### config.mk
export PLATFORM = sky130hd
export DESIGN_NAME = selective_repeat_receive_window
export DESIGN_NICKNAME = d
export VERILOG_FILES = /design/src/hdl/srrw_pkg.sv /design/src/hdl/srrw_ctrl.sv /design/src/hdl/srrw_dpath.sv /design/src/hdl/selective_repeat_receive_window.sv
export SDC_FILE = /design/constraint.sdc
export NUM_CORES = 2
export LEC_CHECK = 0
export BUFFER_PORTS_ARGS = -buffer_cell sky130_fd_sc_hd__buf_2
export CORE_MARGIN = 2
export CORE_UTILIZATION = 50
export DETAILED_ROUTE_END_ITERATION = 12
export PLACE_DENSITY = 0.69
export REMOVE_ABC_BUFFERS = 1
export SLEW_MARGIN = 0
export SYNTH_ARGS = -nofsm -noshare
export SYNTH_HDL_FRONTEND = slang
export SYNTH_SLANG_ARGS = --single-unit
export TNS_END_PERCENT = 10
### constraint.sdc
create_clock -name clk -period 8.95 [get_ports clk]
set_input_delay 0.895 -clock clk [delete_from_list [all_inputs] [get_ports clk]]
set_output_delay 0.895 -clock clk [all_outputs]
set_load 0.005 [all_outputs]
### src/hdl/srrw_pkg.sv
package srrw_pkg;

    localparam int unsigned SEQ_W          = 32;
    localparam int unsigned LEN_W          = 11;
    localparam int unsigned TAG_W          = 16;
    localparam int unsigned STATUS_W       = 3;
    localparam int unsigned CFG_W          = 16;
    localparam int unsigned CFG_INDEX_W    = 2;

    localparam int unsigned DEF_REORDER_SLOTS = 8;
    localparam int unsigned DEF_MAX_PAYLOAD   = 1024;

    localparam logic [CFG_W-1:0] WINDOW_SPAN_RESET = 16'd5120;
    localparam logic [CFG_W-1:0] PACKET_STEP_RESET = 16'd1024;
    localparam logic [SEQ_W-1:0] EXPECTED_RESET    = 32'd1;

    // Configuration register indexes.
    localparam logic [CFG_INDEX_W-1:0] CFG_WINDOW_SPAN = 2'd0;
    localparam logic [CFG_INDEX_W-1:0] CFG_PACKET_STEP = 2'd1;

    // Result status codes.
    localparam logic [STATUS_W-1:0] ST_INORDER  = 3'd0;
    localparam logic [STATUS_W-1:0] ST_OLD      = 3'd1;
    localparam logic [STATUS_W-1:0] ST_BEYOND   = 3'd2;
    localparam logic [STATUS_W-1:0] ST_BUFFERED = 3'd3;
    localparam logic [STATUS_W-1:0] ST_DUP      = 3'd4;
    localparam logic [STATUS_W-1:0] ST_FULL     = 3'd5;
    localparam logic [STATUS_W-1:0] ST_FINISHED = 3'd6;

    // Result kinds.
    localparam logic KIND_ACK     = 1'b0;
    localparam logic KIND_DELIVER = 1'b1;

    typedef struct packed {
        logic [SEQ_W-1:0] seq_number;
        logic             is_final;
        logic [LEN_W-1:0] payload_length;
        logic [TAG_W-1:0] payload_tag;
    } in_item_t;

    typedef struct packed {
        logic                kind;
        logic [SEQ_W-1:0]    seq_out;
        logic [STATUS_W-1:0] status;
        logic [TAG_W-1:0]    tag_out;
        logic [LEN_W-1:0]    length_out;
        logic                final_out;
        logic                last;
    } out_item_t;

    // Commands from the controller to the datapath.
    typedef struct packed {
        logic load_in;
        logic load_ack;
        logic store_slot;
        logic load_dlv;
        logic from_slot;
        logic set_last;
        logic last_val;
    } ctrl_cmd_t;

    // Status from the datapath to the controller.
    typedef struct packed {
        logic [STATUS_W-1:0] cls_status;
        logic                any_match;
        logic                out_final;
        logic                out_last;
    } dp_stat_t;

endpackage

### src/hdl/srrw_ctrl.sv
module srrw_ctrl
(
    input  logic                 clk,
    input  logic                 rst_n,
    input  logic                 in_valid,
    output logic                 in_stall,
    output logic                 out_valid,
    input  logic                 out_stall,
    input  srrw_pkg::dp_stat_t   stat,
    output srrw_pkg::ctrl_cmd_t  cmd
);

    typedef enum logic [2:0] {
        S_IDLE,
        S_CLASS,
        S_WAIT,
        S_DLV,
        S_LAST
    } state_t;

    state_t state_reg, state_next;
    logic   out_valid_reg, out_valid_next;
    logic   first_reg, first_next;

    always_comb
    begin
        state_next     = state_reg;
        out_valid_next = out_valid_reg;
        first_next     = first_reg;
        cmd            = '0;
        unique case (state_reg)
            S_IDLE:
            begin
                if (in_valid)
                begin
                    cmd.load_in = 1'b1;
                    state_next  = S_CLASS;
                end
            end
            S_CLASS:
            begin
                cmd.load_ack   = 1'b1;
                cmd.store_slot = (stat.cls_status == srrw_pkg::ST_BUFFERED);
                cmd.last_val   = (stat.cls_status != srrw_pkg::ST_INORDER);
                first_next     = 1'b1;
                out_valid_next = 1'b1;
                state_next     = S_WAIT;
            end
            S_WAIT:
            begin
                if (!out_stall)
                begin
                    out_valid_next = 1'b0;
                    if (stat.out_last)
                    begin
                        state_next = S_IDLE;
                    end
                    else
                    begin
                        state_next = S_DLV;
                    end
                end
            end
            S_DLV:
            begin
                cmd.load_dlv  = 1'b1;
                cmd.from_slot = !first_reg;
                first_next    = 1'b0;
                state_next    = S_LAST;
            end
            S_LAST:
            begin
                cmd.set_last   = 1'b1;
                cmd.last_val   = stat.out_final || !stat.any_match;
                out_valid_next = 1'b1;
                state_next     = S_WAIT;
            end
            default:
            begin
                state_next = S_IDLE;
            end
        endcase
    end

    always_ff @(posedge clk or negedge rst_n)
    begin
        if (!rst_n)
        begin
            state_reg     <= S_IDLE;
            out_valid_reg <= 1'b0;
            first_reg     <= 1'b0;
        end
        else
        begin
            state_reg     <= state_next;
            out_valid_reg <= out_valid_next;
            first_reg     <= first_next;
        end
    end

    assign in_stall  = (state_reg != S_IDLE);
    assign out_valid = out_valid_reg;

    // A result is shown only while the controller waits on the output side.
    assert property (@(posedge clk) disable iff (!rst_n)
        out_valid_reg |-> (state_reg == S_WAIT))
        else $error("result valid outside the wait state");

    // The first delivery after an acknowledgment always comes from the input.
    assert property (@(posedge clk) disable iff (!rst_n)
        (state_reg == S_CLASS) |=> first_reg)
        else $error("input delivery flag not set after classification");

endmodule

### src/hdl/srrw_dpath.sv
module srrw_dpath
#(
    parameter int unsigned REORDER_SLOTS = srrw_pkg::DEF_REORDER_SLOTS,
    parameter int unsigned MAX_PAYLOAD   = srrw_pkg::DEF_MAX_PAYLOAD
)
(
    input  logic                                clk,
    input  logic                                rst_n,
    input  srrw_pkg::in_item_t                  in_data,
    output srrw_pkg::out_item_t                 out_data,
    input  logic                                cfg_we,
    input  logic [srrw_pkg::CFG_INDEX_W-1:0]    cfg_index,
    input  logic [srrw_pkg::CFG_W-1:0]          cfg_data,
    input  srrw_pkg::ctrl_cmd_t                 cmd,
    output srrw_pkg::dp_stat_t                  stat
);

    localparam int unsigned IDX_W = (REORDER_SLOTS > 1) ? $clog2(REORDER_SLOTS) : 1;
    localparam int unsigned LIM_W = 17;

    srrw_pkg::in_item_t              in_reg;
    srrw_pkg::out_item_t             out_reg;
    logic [srrw_pkg::CFG_W-1:0]      span_reg;
    logic [srrw_pkg::CFG_W-1:0]      step_reg;
    logic [srrw_pkg::SEQ_W-1:0]      exp_reg;
    logic                            done_reg;
    logic [REORDER_SLOTS-1:0]        valid_reg;

    logic [srrw_pkg::SEQ_W-1:0]      slot_seq   [REORDER_SLOTS];
    logic [srrw_pkg::TAG_W-1:0]      slot_tag   [REORDER_SLOTS];
    logic [srrw_pkg::LEN_W-1:0]      slot_len   [REORDER_SLOTS];
    logic                            slot_fin   [REORDER_SLOTS];

    logic [srrw_pkg::LEN_W-1:0]      len_clamped;
    logic [srrw_pkg::SEQ_W-1:0]      seq_gap;
    logic [REORDER_SLOTS-1:0]        dup_vec;
    logic [REORDER_SLOTS-1:0]        match_vec;
    logic [IDX_W-1:0]                free_idx;
    logic [IDX_W-1:0]                match_idx;
    logic [srrw_pkg::STATUS_W-1:0]   cls_status;

    // Lengths above the payload limit are clamped on entry.
    always_comb
    begin
        if ({{(LIM_W - srrw_pkg::LEN_W){1'b0}}, in_data.payload_length} > LIM_W'(MAX_PAYLOAD))
        begin
            len_clamped = srrw_pkg::LEN_W'(MAX_PAYLOAD);
        end
        else
        begin
            len_clamped = in_data.payload_length;
        end
    end

    // Slot compares and lowest-index selection.
    always_comb
    begin
        free_idx  = '0;
        match_idx = '0;
        for (int i = REORDER_SLOTS - 1; i >= 0; i--)
        begin
            dup_vec[i]   = valid_reg[i] && (slot_seq[i] == in_reg.seq_number);
            match_vec[i] = valid_reg[i] && (slot_seq[i] == exp_reg);
            if (!valid_reg[i])
            begin
                free_idx = IDX_W'(i);
            end
            if (match_vec[i])
            begin
                match_idx = IDX_W'(i);
            end
        end
    end

    assign seq_gap = in_reg.seq_number - exp_reg;

    always_comb
    begin
        priority if (done_reg)
        begin
            cls_status = srrw_pkg::ST_FINISHED;
        end
        else if (seq_gap == '0)
        begin
            cls_status = srrw_pkg::ST_INORDER;
        end
        else if (seq_gap[srrw_pkg::SEQ_W-1])
        begin
            cls_status = srrw_pkg::ST_OLD;
        end
        else if (seq_gap > {{(srrw_pkg::SEQ_W - srrw_pkg::CFG_W){1'b0}}, span_reg})
        begin
            cls_status = srrw_pkg::ST_BEYOND;
        end
        else if (|dup_vec)
        begin
            cls_status = srrw_pkg::ST_DUP;
        end
        else if (&valid_reg)
        begin
            cls_status = srrw_pkg::ST_FULL;
        end
        else
        begin
            cls_status = srrw_pkg::ST_BUFFERED;
        end
    end

    always_ff @(posedge clk or negedge rst_n)
    begin
        if (!rst_n)
        begin
            span_reg  <= srrw_pkg::WINDOW_SPAN_RESET;
            step_reg  <= srrw_pkg::PACKET_STEP_RESET;
            exp_reg   <= srrw_pkg::EXPECTED_RESET;
            done_reg  <= 1'b0;
            valid_reg <= '0;
        end
        else
        begin
            if (cfg_we && (cfg_index == srrw_pkg::CFG_WINDOW_SPAN))
            begin
                span_reg <= cfg_data;
            end
            if (cfg_we && (cfg_index == srrw_pkg::CFG_PACKET_STEP))
            begin
                step_reg <= cfg_data;
            end
            if (cmd.store_slot)
            begin
                valid_reg[free_idx] <= 1'b1;
            end
            if (cmd.load_dlv)
            begin
                exp_reg <= exp_reg + {{(srrw_pkg::SEQ_W - srrw_pkg::CFG_W){1'b0}}, step_reg};
                if (cmd.from_slot)
                begin
                    valid_reg[match_idx] <= 1'b0;
                    done_reg             <= slot_fin[match_idx];
                end
                else
                begin
                    done_reg <= in_reg.is_final;
                end
            end
        end
    end

    // Payload storage: input register, slot store and result register.
    always_ff @(posedge clk)
    begin
        if (cmd.load_in)
        begin
            in_reg.seq_number     <= in_data.seq_number;
            in_reg.is_final       <= in_data.is_final;
            in_reg.payload_length <= len_clamped;
            in_reg.payload_tag    <= in_data.payload_tag;
        end
        if (cmd.store_slot)
        begin
            slot_seq[free_idx] <= in_reg.seq_number;
            slot_tag[free_idx] <= in_reg.payload_tag;
            slot_len[free_idx] <= in_reg.payload_length;
            slot_fin[free_idx] <= in_reg.is_final;
        end
        if (cmd.load_ack)
        begin
            out_reg.kind       <= srrw_pkg::KIND_ACK;
            out_reg.seq_out    <= in_reg.seq_number;
            out_reg.status     <= cls_status;
            out_reg.tag_out    <= '0;
            out_reg.length_out <= '0;
            out_reg.final_out  <= 1'b0;
            out_reg.last       <= cmd.last_val;
        end
        if (cmd.load_dlv)
        begin
            out_reg.kind   <= srrw_pkg::KIND_DELIVER;
            out_reg.status <= srrw_pkg::ST_INORDER;
            out_reg.last   <= 1'b0;
            if (cmd.from_slot)
            begin
                out_reg.seq_out    <= slot_seq[match_idx];
                out_reg.tag_out    <= slot_tag[match_idx];
                out_reg.length_out <= slot_len[match_idx];
                out_reg.final_out  <= slot_fin[match_idx];
            end
            else
            begin
                out_reg.seq_out    <= in_reg.seq_number;
                out_reg.tag_out    <= in_reg.payload_tag;
                out_reg.length_out <= in_reg.payload_length;
                out_reg.final_out  <= in_reg.is_final;
            end
        end
        if (cmd.set_last)
        begin
            out_reg.last <= cmd.last_val;
        end
    end

    assign out_data        = out_reg;
    assign stat.cls_status = cls_status;
    assign stat.any_match  = |match_vec;
    assign stat.out_final  = out_reg.final_out;
    assign stat.out_last   = out_reg.last;

    // A packet is never stored into a full buffer.
    assert property (@(posedge clk) disable iff (!rst_n)
        cmd.store_slot |-> !(&valid_reg))
        else $error("slot store with no free slot");

    // Each delivery advances the expected sequence by one packet step.
    assert property (@(posedge clk) disable iff (!rst_n)
        cmd.load_dlv |=> (exp_reg == $past(exp_reg)
            + {{(srrw_pkg::SEQ_W - srrw_pkg::CFG_W){1'b0}}, $past(step_reg)}))
        else $error("expected sequence did not advance by the step");

    // A drain from the buffer only happens when a held slot matches.
    assert property (@(posedge clk) disable iff (!rst_n)
        (cmd.load_dlv && cmd.from_slot) |-> (|match_vec))
        else $error("buffer delivery without a matching slot");

    // Once the end packet is delivered the transfer stays finished.
    assert property (@(posedge clk) disable iff (!rst_n)
        done_reg |=> done_reg)
        else $error("finished flag cleared without reset");

endmodule

### src/hdl/selective_repeat_receive_window.sv
// An accepted request is captured and classified; its acknowledgment is then registered and shown.
// Each in-order delivery and each drained buffer entry adds a load, a last-mark and a show step.
// Requests are taken one at a time: the next one waits until every result of the last one has
// been taken, including any output stall, as the controller steps through one result per pass.
// Reset (rst_n low, asynchronous) empties the reorder buffer, sets the expected sequence
// to 1, clears the finished flag and restores window_span 5120 and packet_step 1024.
module selective_repeat_receive_window
#(
    parameter int unsigned REORDER_SLOTS = srrw_pkg::DEF_REORDER_SLOTS,
    parameter int unsigned MAX_PAYLOAD   = srrw_pkg::DEF_MAX_PAYLOAD
)
(
    input  logic                               clk,
    input  logic                               rst_n,
    // Request side: one received packet per accepted request.
    input  logic                               in_valid,
    output logic                               in_stall,
    input  srrw_pkg::in_item_t                 in_data,
    // Result side: acknowledgments and in-order deliveries.
    output logic                               out_valid,
    input  logic                               out_stall,
    output srrw_pkg::out_item_t                out_data,
    // Configuration writes: the user must make them only while the block is idle; the block does not enforce it.
    input  logic                               cfg_we,
    input  logic [srrw_pkg::CFG_INDEX_W-1:0]   cfg_index,
    input  logic [srrw_pkg::CFG_W-1:0]         cfg_data
);

    // The controller sequences each request: it captures the packet, has the
    // datapath classify it against the expected sequence and the window, and
    // emits the acknowledgment. For an in-order packet it then walks through
    // deliveries: first the packet itself, then every buffered packet that
    // continues the sequence. The last-result mark of a delivery is settled
    // in the cycle after the delivery is loaded, once the expected sequence and
    // the slot valid bits have been updated, so the datapath can tell whether
    // another buffered packet follows.
    srrw_pkg::ctrl_cmd_t cmd;
    srrw_pkg::dp_stat_t  stat;

    srrw_ctrl u_ctrl
    (
        .clk       (clk),
        .rst_n     (rst_n),
        .in_valid  (in_valid),
        .in_stall  (in_stall),
        .out_valid (out_valid),
        .out_stall (out_stall),
        .stat      (stat),
        .cmd       (cmd)
    );

    // The datapath holds the configuration, the expected sequence, the
    // finished flag, the reorder slots and the result register. The slots are
    // searched in parallel; the lowest free slot takes a new packet and the
    // lowest matching slot is drained first.
    srrw_dpath
    #(
        .REORDER_SLOTS (REORDER_SLOTS),
        .MAX_PAYLOAD   (MAX_PAYLOAD)
    )
    u_dpath
    (
        .clk       (clk),
        .rst_n     (rst_n),
        .in_data   (in_data),
        .out_data  (out_data),
        .cfg_we    (cfg_we),
        .cfg_index (cfg_index),
        .cfg_data  (cfg_data),
        .cmd       (cmd),
        .stat      (stat)
    );

endmodule

# Word-level counts from Yosys, hierarchy flattened
# Memories as Yosys holds them, arrays and structs flattened.
# Cells that the tools add are included.
# word_totals
register_bits,203
mem_bits_rw,480
input_bits,83
output_inout_bits,67
elab_cells,146
memories,4
# mem_list
memory,words,word_bits,read_ports,rd_clocked_by_memory_dff,write_ports,line_no,text
u_dpath.slot_seq,8,32,9,0,1,srrw_dpath.sv:29,logic [srrw_pkg::SEQ_W-1:0] slot_seq [REORDER_SLOTS];
u_dpath.slot_tag,8,16,1,0,1,srrw_dpath.sv:30,logic [srrw_pkg::TAG_W-1:0] slot_tag [REORDER_SLOTS];
u_dpath.slot_len,8,11,1,0,1,srrw_dpath.sv:31,logic [srrw_pkg::LEN_W-1:0] slot_len [REORDER_SLOTS];
u_dpath.slot_fin,8,1,1,0,1,srrw_dpath.sv:32,logic slot_fin [REORDER_SLOTS];
# classes
addsub,2
order_cmp,6
eq_ne,24
n_mux,50
n_bitwise,3
reduce_logical,38
# op_table
op,count
equality test 32 bit,16
two-way mux 64 bit,2
two-way mux 3 bit,24
adder 32 x 16 -> 32 bit,1
> comparator 32 x 16 -> 1 bit,1
zero test 32 bit,1
two-way mux 32 bit,1
subtractor 32 bit,1
two-way mux 28 bit,1
two-way mux 8 bit,3
logical AND 1 bit,20
OR reduction 8 bit,2
one-hot mux 3 bit (4 select lines),1
> comparator 11 bit (second input constant),1
two-way mux 1 bit,10
equality test 3 x 2 -> 1 bit (second input constant),3
nonzero test 3 bit,3
bitwise AND 8 bit,1
less-than comparator 3 x 4 -> 1 bit (second input constant),2
inverter 8 bit,1
OR 8 bit,1
AND reduction 8 bit,1
demux 1 bit (select 3 bit),2
greater-or-equal comparator 3 x 1 -> 1 bit (second input constant),2
other kinds (13),22

# Depth between registers and ports, before layout
# An unclocked memory read counts as a cell.
# depth
word_depth,19
mapped_depth,21
depth_no_buf,20

# By module
# From an unflattened synthesis, not the netlist that was laid out.
# unflattened
hier_cells,2918
area_unflattened_um2,35460.3
# by_module_without_submodules
module,n_inst,cells_per_inst,area_per_inst_um2,seq_area_each_um2
srrw_dpath,1,2884,35131.2,19959.1
srrw_ctrl,1,34,329.1,125.1

# Worst setup path before layout
# No wires, ideal clock.
# synth_timing
kind,reg-to-reg
startpoint,register u_dpath.in_reg[28] (netlist name)
endpoint,"memory u_dpath.slot_fin[3], enable pin"
setup_time_ns,0.552
arrival_time_ns,8.148
t_required_ns,8.398
slack_ns,0.250
stages_incl_launch_ff,22
n_path_buf,1
period_less_slack_ns,8.700
path_cell_list,edfxtp_1 -> buf_2 -> inv_1 -> ha_1 -> inv_1 -> fa_1 -> a21o_1 -> a221o_1 -> a31oi_1 -> o21ai_0 -> xor2_1 -> ha_1 -> a21o_1 -> a21o_1 -> a21oi_1 -> o21ai_0 -> o21a_1 -> nor4b_1 -> o21ai_1 -> nor3b_4 -> nand3_4 -> nor3_1
# synth_via
elab_chain_cells,12
elab_cells_between_ends,29
cone_classes,add/sub (1); order compare (1); eq/ne (9); mux (8); reduce/logical (10)
# synth_lines
element,line_no,text
"start, declared",srrw_dpath.sv:21,srrw_pkg::in_item_t in_reg;
"parallel branches: the longest is 6 deep, another holds subtractor 32 bit",-,
two-way mux 3 bit *,srrw_dpath.sv:83,else if (seq_gap == '0)
two-way mux 3 bit *,srrw_dpath.sv:79,priority if (done_reg)
equality test 3 x 2 -> 1 bit *,srrw_ctrl.sv:43,cmd.store_slot = (stat.cls_status == srrw_pkg::ST_BUFFERED);
two-way mux 2 bit *,srrw_ctrl.sv:31,unique case (state_reg)
two-way mux 1 bit *,srrw_dpath.sv:159,if (cmd.store_slot)
two-way mux 1 bit (implied by the code) *,srrw_dpath.sv:164,slot_fin[free_idx] <= in_reg.is_final;
"end, declared",srrw_dpath.sv:32,
# Every way passes the cells marked *.

# Worst setup path in the final report
# layout_timing
startpoint,register u_dpath.exp_reg[1] (netlist name)
endpoint,"memory u_dpath.slot_seq[1][11] (netlist name), enable pin"
# layout_via
elab_chain_cells,10
elab_cells_between_ends,11
cone_classes,add/sub (1); order compare (1); eq/ne (1); mux (7); reduce/logical (1)
# layout_lines
element,line_no,text
"start, declared",srrw_dpath.sv:25,logic [srrw_pkg::SEQ_W-1:0] exp_reg;
"start signal, assigned",srrw_dpath.sv:115,exp_reg <= srrw_pkg::EXPECTED_RESET;
"start signal, assigned",srrw_dpath.sv:135,"exp_reg <= exp_reg + {{(srrw_pkg::SEQ_W - srrw_pkg::CFG_W){1'b0}}, step_reg};"
subtractor 32 bit *,srrw_dpath.sv:75,assign seq_gap = in_reg.seq_number - exp_reg;
> comparator 32 x 16 -> 1 bit,srrw_dpath.sv:91,"else if (seq_gap > {{(srrw_pkg::SEQ_W - srrw_pkg::CFG_W){1'b0}}, span_reg})"
two-way mux 3 bit,srrw_dpath.sv:91,
two-way mux 3 bit,srrw_dpath.sv:87,else if (seq_gap[srrw_pkg::SEQ_W-1])
two-way mux 3 bit *,srrw_dpath.sv:83,
two-way mux 3 bit *,srrw_dpath.sv:79,
equality test 3 x 2 -> 1 bit *,srrw_ctrl.sv:43,
two-way mux 2 bit *,srrw_ctrl.sv:31,
two-way mux 1 bit *,srrw_dpath.sv:159,
two-way mux 1 bit (implied by the code) *,srrw_dpath.sv:161,slot_seq[free_idx] <= in_reg.seq_number;
"end, declared",srrw_dpath.sv:29,
# Mark *: on every way between the ends. The rest lies on a longest branch, timed or not.

==> out/qor.yml <==
grt_start_max_net_pins: 67
drc_errors: 0
maxSlewViolCount: 0
io_buffers: 149
rr_worst_depth: 19
startpoint_type: "register"
seq_area_frac_synth: 0.552
critPathTopFamily: "compound AO/OA/AOI/OAI gates"
crit_arrival_ps: 7230
whs_ps: 242
endpoint_kind: "register"
p_leak_uw: 0.0145
synthSimpleGateAreaFrac: 0.141
path_buf_inv: 2
largest_reg_flops: 256
crit_chain: "inv_1 > ha_1 > nand2b_1 > a211oi_1 > o21a_1 > nor2_1 > o311ai_1 > ha_1 > a21o_1 > a21o_1 > a21oi_1 > o21ai_0 > o21a_1 > nor4b_1 > o21ai_1 > nor3b_4 > nand3_4 > nor2_4 > buf_12"
pwr-share-clk: 0.298
fp.coreArea_um2: 71700
crit_type: "reg2reg"
synth_xor_area_frac: 0.132
timing.rr.start: "u_dpath.exp_reg[1]"
fin_worst_skew_ps: 53.3
clock_path_buffers: 3
clkSinkCount: 683
outcome: "complete, no violations"
fin_tns_setup_ps: 0
dieHeight_um: 274
num_io_pins: 150
die_x_um: 274
grt_pass1_wl_um: 201000
routedWlPerCell_um: 34.3
cts_setup_buffers: 0
setup_viol: 0
overflow: 0
synthToLayoutAreaGrowth_pct: 11.4
place_hpwl_um: 101000
power_density_nw_per_um2: 265
cap_violations: 0
synthMuxAreaShare: 0.0298
insertion_delay_ps: 670
synth_fa_ha_area_frac: 0.0228
postRouteAntennaNets: 0
grt_pass1_vias: 26800
crit_cells: 19
cts.clk_slew.worst_paths_ps: 60
synth_top_family_by_area: "simple AND/OR/NAND/NOR gates"
synthCells: 3068
slew-limit-headroom: 0.0716
tightest_slew_ps: 1390
multi_input_area_um2: 15000
gp_congestion: 1.06
dr.pass1.iters: 9
synth_edf_count: 601
cts_made_buffers: 76
hp-class: "in2async"
start_util: 0.507
crit_slowest_cell: "nor2_4"
required_ps: 9260
path_max_fanout: 32
die-area_um2: 74900
period_share: 0.773
fin_util: 0.564
ys_warn_count: 0
power_frac_seq: 0.397
synth_compound_area_frac: 0.0831
n_fill_cell: 6031
fmax_mhz: 145
total_power_uw: 10700
finalHoldViolCount: 0
synth_ff_type: "edfxtp_1"
p_comb_frac: 0.305
cts_resized: 0
routed_wl_um: 144000
switchingPower_uw: 3960
cpPeakStageDelay_ps: 970
top_regs: "u_dpath.slot_seq: 256 flops, u_dpath.slot_tag: 128 flops, u_dpath.slot_len: 88 flops"
internal-power_uw: 6770
track_usage: 0.382
synth-seq-cells: 683
drt_iter0_drc: 3443
cts.hold.buffers_added: 0
viasPerCell: 6.57
rows: 98
final-seq-area_um2: 20100
crit_path_start: "u_dpath.exp_reg[1]"
top_register: "u_dpath.slot_seq"
drive_gt1_frac: 0.128
irDropWorstVdd_mv: 0.244
cts_root_buf: "clkbuf_16"
nNetsFinal: 3332
vias: 27600
min_period_ps: 6920
h-tree-depth: 3
tritoncts: "done"
rsz0062_at_grt: "false"
yosysUniqueCellTypes: 87
grt_antenna_before_repair: 4
synth_area_um2: 36400
synth-async-reset-ratio: 0.114
switching_share: 0.369
syn_area_per_cell_um2: 11.9
==> cells by family after synthesis <==
family	after synthesis
multiplexers	106
adder cells (fa/ha/maj)	65
AO/OA/AOI/OAI	416
flip-flops	683
XOR/XNOR	549
buffers and inverters	269
AND/OR/NAND/NOR	980
==> cells in the mapped netlist, types with 35 or more instances <==
cell	instances	share of area
nand3_1	109	0.015
nand2_1	267	0.028
inv_1	79	0.0082
nor3_1	75	0.010
dfrtp_1	74	0.051
nand4_1	107	0.018
clkbuf_1	59	0.0061
xnor2_1	201	0.048
o21ai_0	75	0.010
xor2_1	348	0.084
mux2i_1	89	0.025
buf_2	69	0.0095
or3_1	39	0.0067
edfxtp_1	601	0.50
buf_4	35	0.0072
a21oi_1	66	0.0091
nor2_1	126	0.013
a222oi_1	65	0.018
ha_1	63	0.022
nor4_1	127	0.022
==> layer usage <==
layer,part of all wire,track usage,vias up,routed length [um]
met4,0.074,0.238,0,10600
met5,0,0,-,0
met1,0.37,0.472,13700,53700
met3,0.086,0.0754,402,12400
li1,-,-,11700,-
met2,0.47,0.617,1701,67300
==> area by class of cell <==
| class | instances | share of cell area |
|---|---|---|
| antenna | 2 | 0.000124 |
| sequential | 683 | 0.496 |
| multi-input combinational | 2116 | 0.370 |
| clock inverter | 39 | 0.0124 |
| inverter | 80 | 0.00742 |
| tap | 950 | 0.0294 |
| clock buffer | 102 | 0.0504 |
| timing repair buffer | 227 | 0.0342 |
==> worst paths after layout <==
check	end	slack [ps]
hold reg to reg	u_dpath.out_data[64]	450
setup / recovery	u_dpath.slot_seq[1][11]	2030
setup reg to reg	u_dpath.slot_seq[1][11]	2030
hold / removal	u_dpath.exp_reg[30]	240
max in group asynchronous	u_dpath.exp_reg[7]	7660
min in group clk	u_dpath.in_reg[44]	400
==> layout by cell type, fill, tap and decap left out, types with 22 or more instances in the layout <==
master and instances:
ha_1 63, a222oi_1 65, buf_4 75, dfrtp_1 74, buf_2 148, mux2i_1 89
xor2_1 348, o211ai_1 28, nand4_1 107, nor3_1 71, a21o_1 23, a21oi_1 65
o311ai_1 28, or3_1 38, or4_1 34, inv_1 77, xnor2_1 201, nor2_1 122
nand3_1 109, clkbuf_16 76, edfxtp_1 601, o21ai_0 75, clkbuf_1 22, nand2_1 267
nor4_1 126, o21ai_1 32
==> power by group through the flow <==
| stage | sequential (uW) | clock, uW | combinational [uW] |
|---|---|---|---|
| floorplan | 4340 | 0 | 1770 |
| global placement | 4290 | 0 | 3200 |
| detailed placement | 4310 | 0 | 3190 |
| CTS | 4250 | 3220 | 3210 |
| global route | 4280 | 3340 | 3490 |
| finish | 4260 | 3190 | 3280 |
==> per-stage QoR <==
step	worst slack, ps	cells	cell area (um^2)
floorplan	215	2879	35200
detailed placement	2160	4056	37900
global placement	2330	4056	37900
global route	1750	4198	40500
finish	2030	4199	40500
CTS	2150	4197	40500
Power figures use the tool's default switching activity.
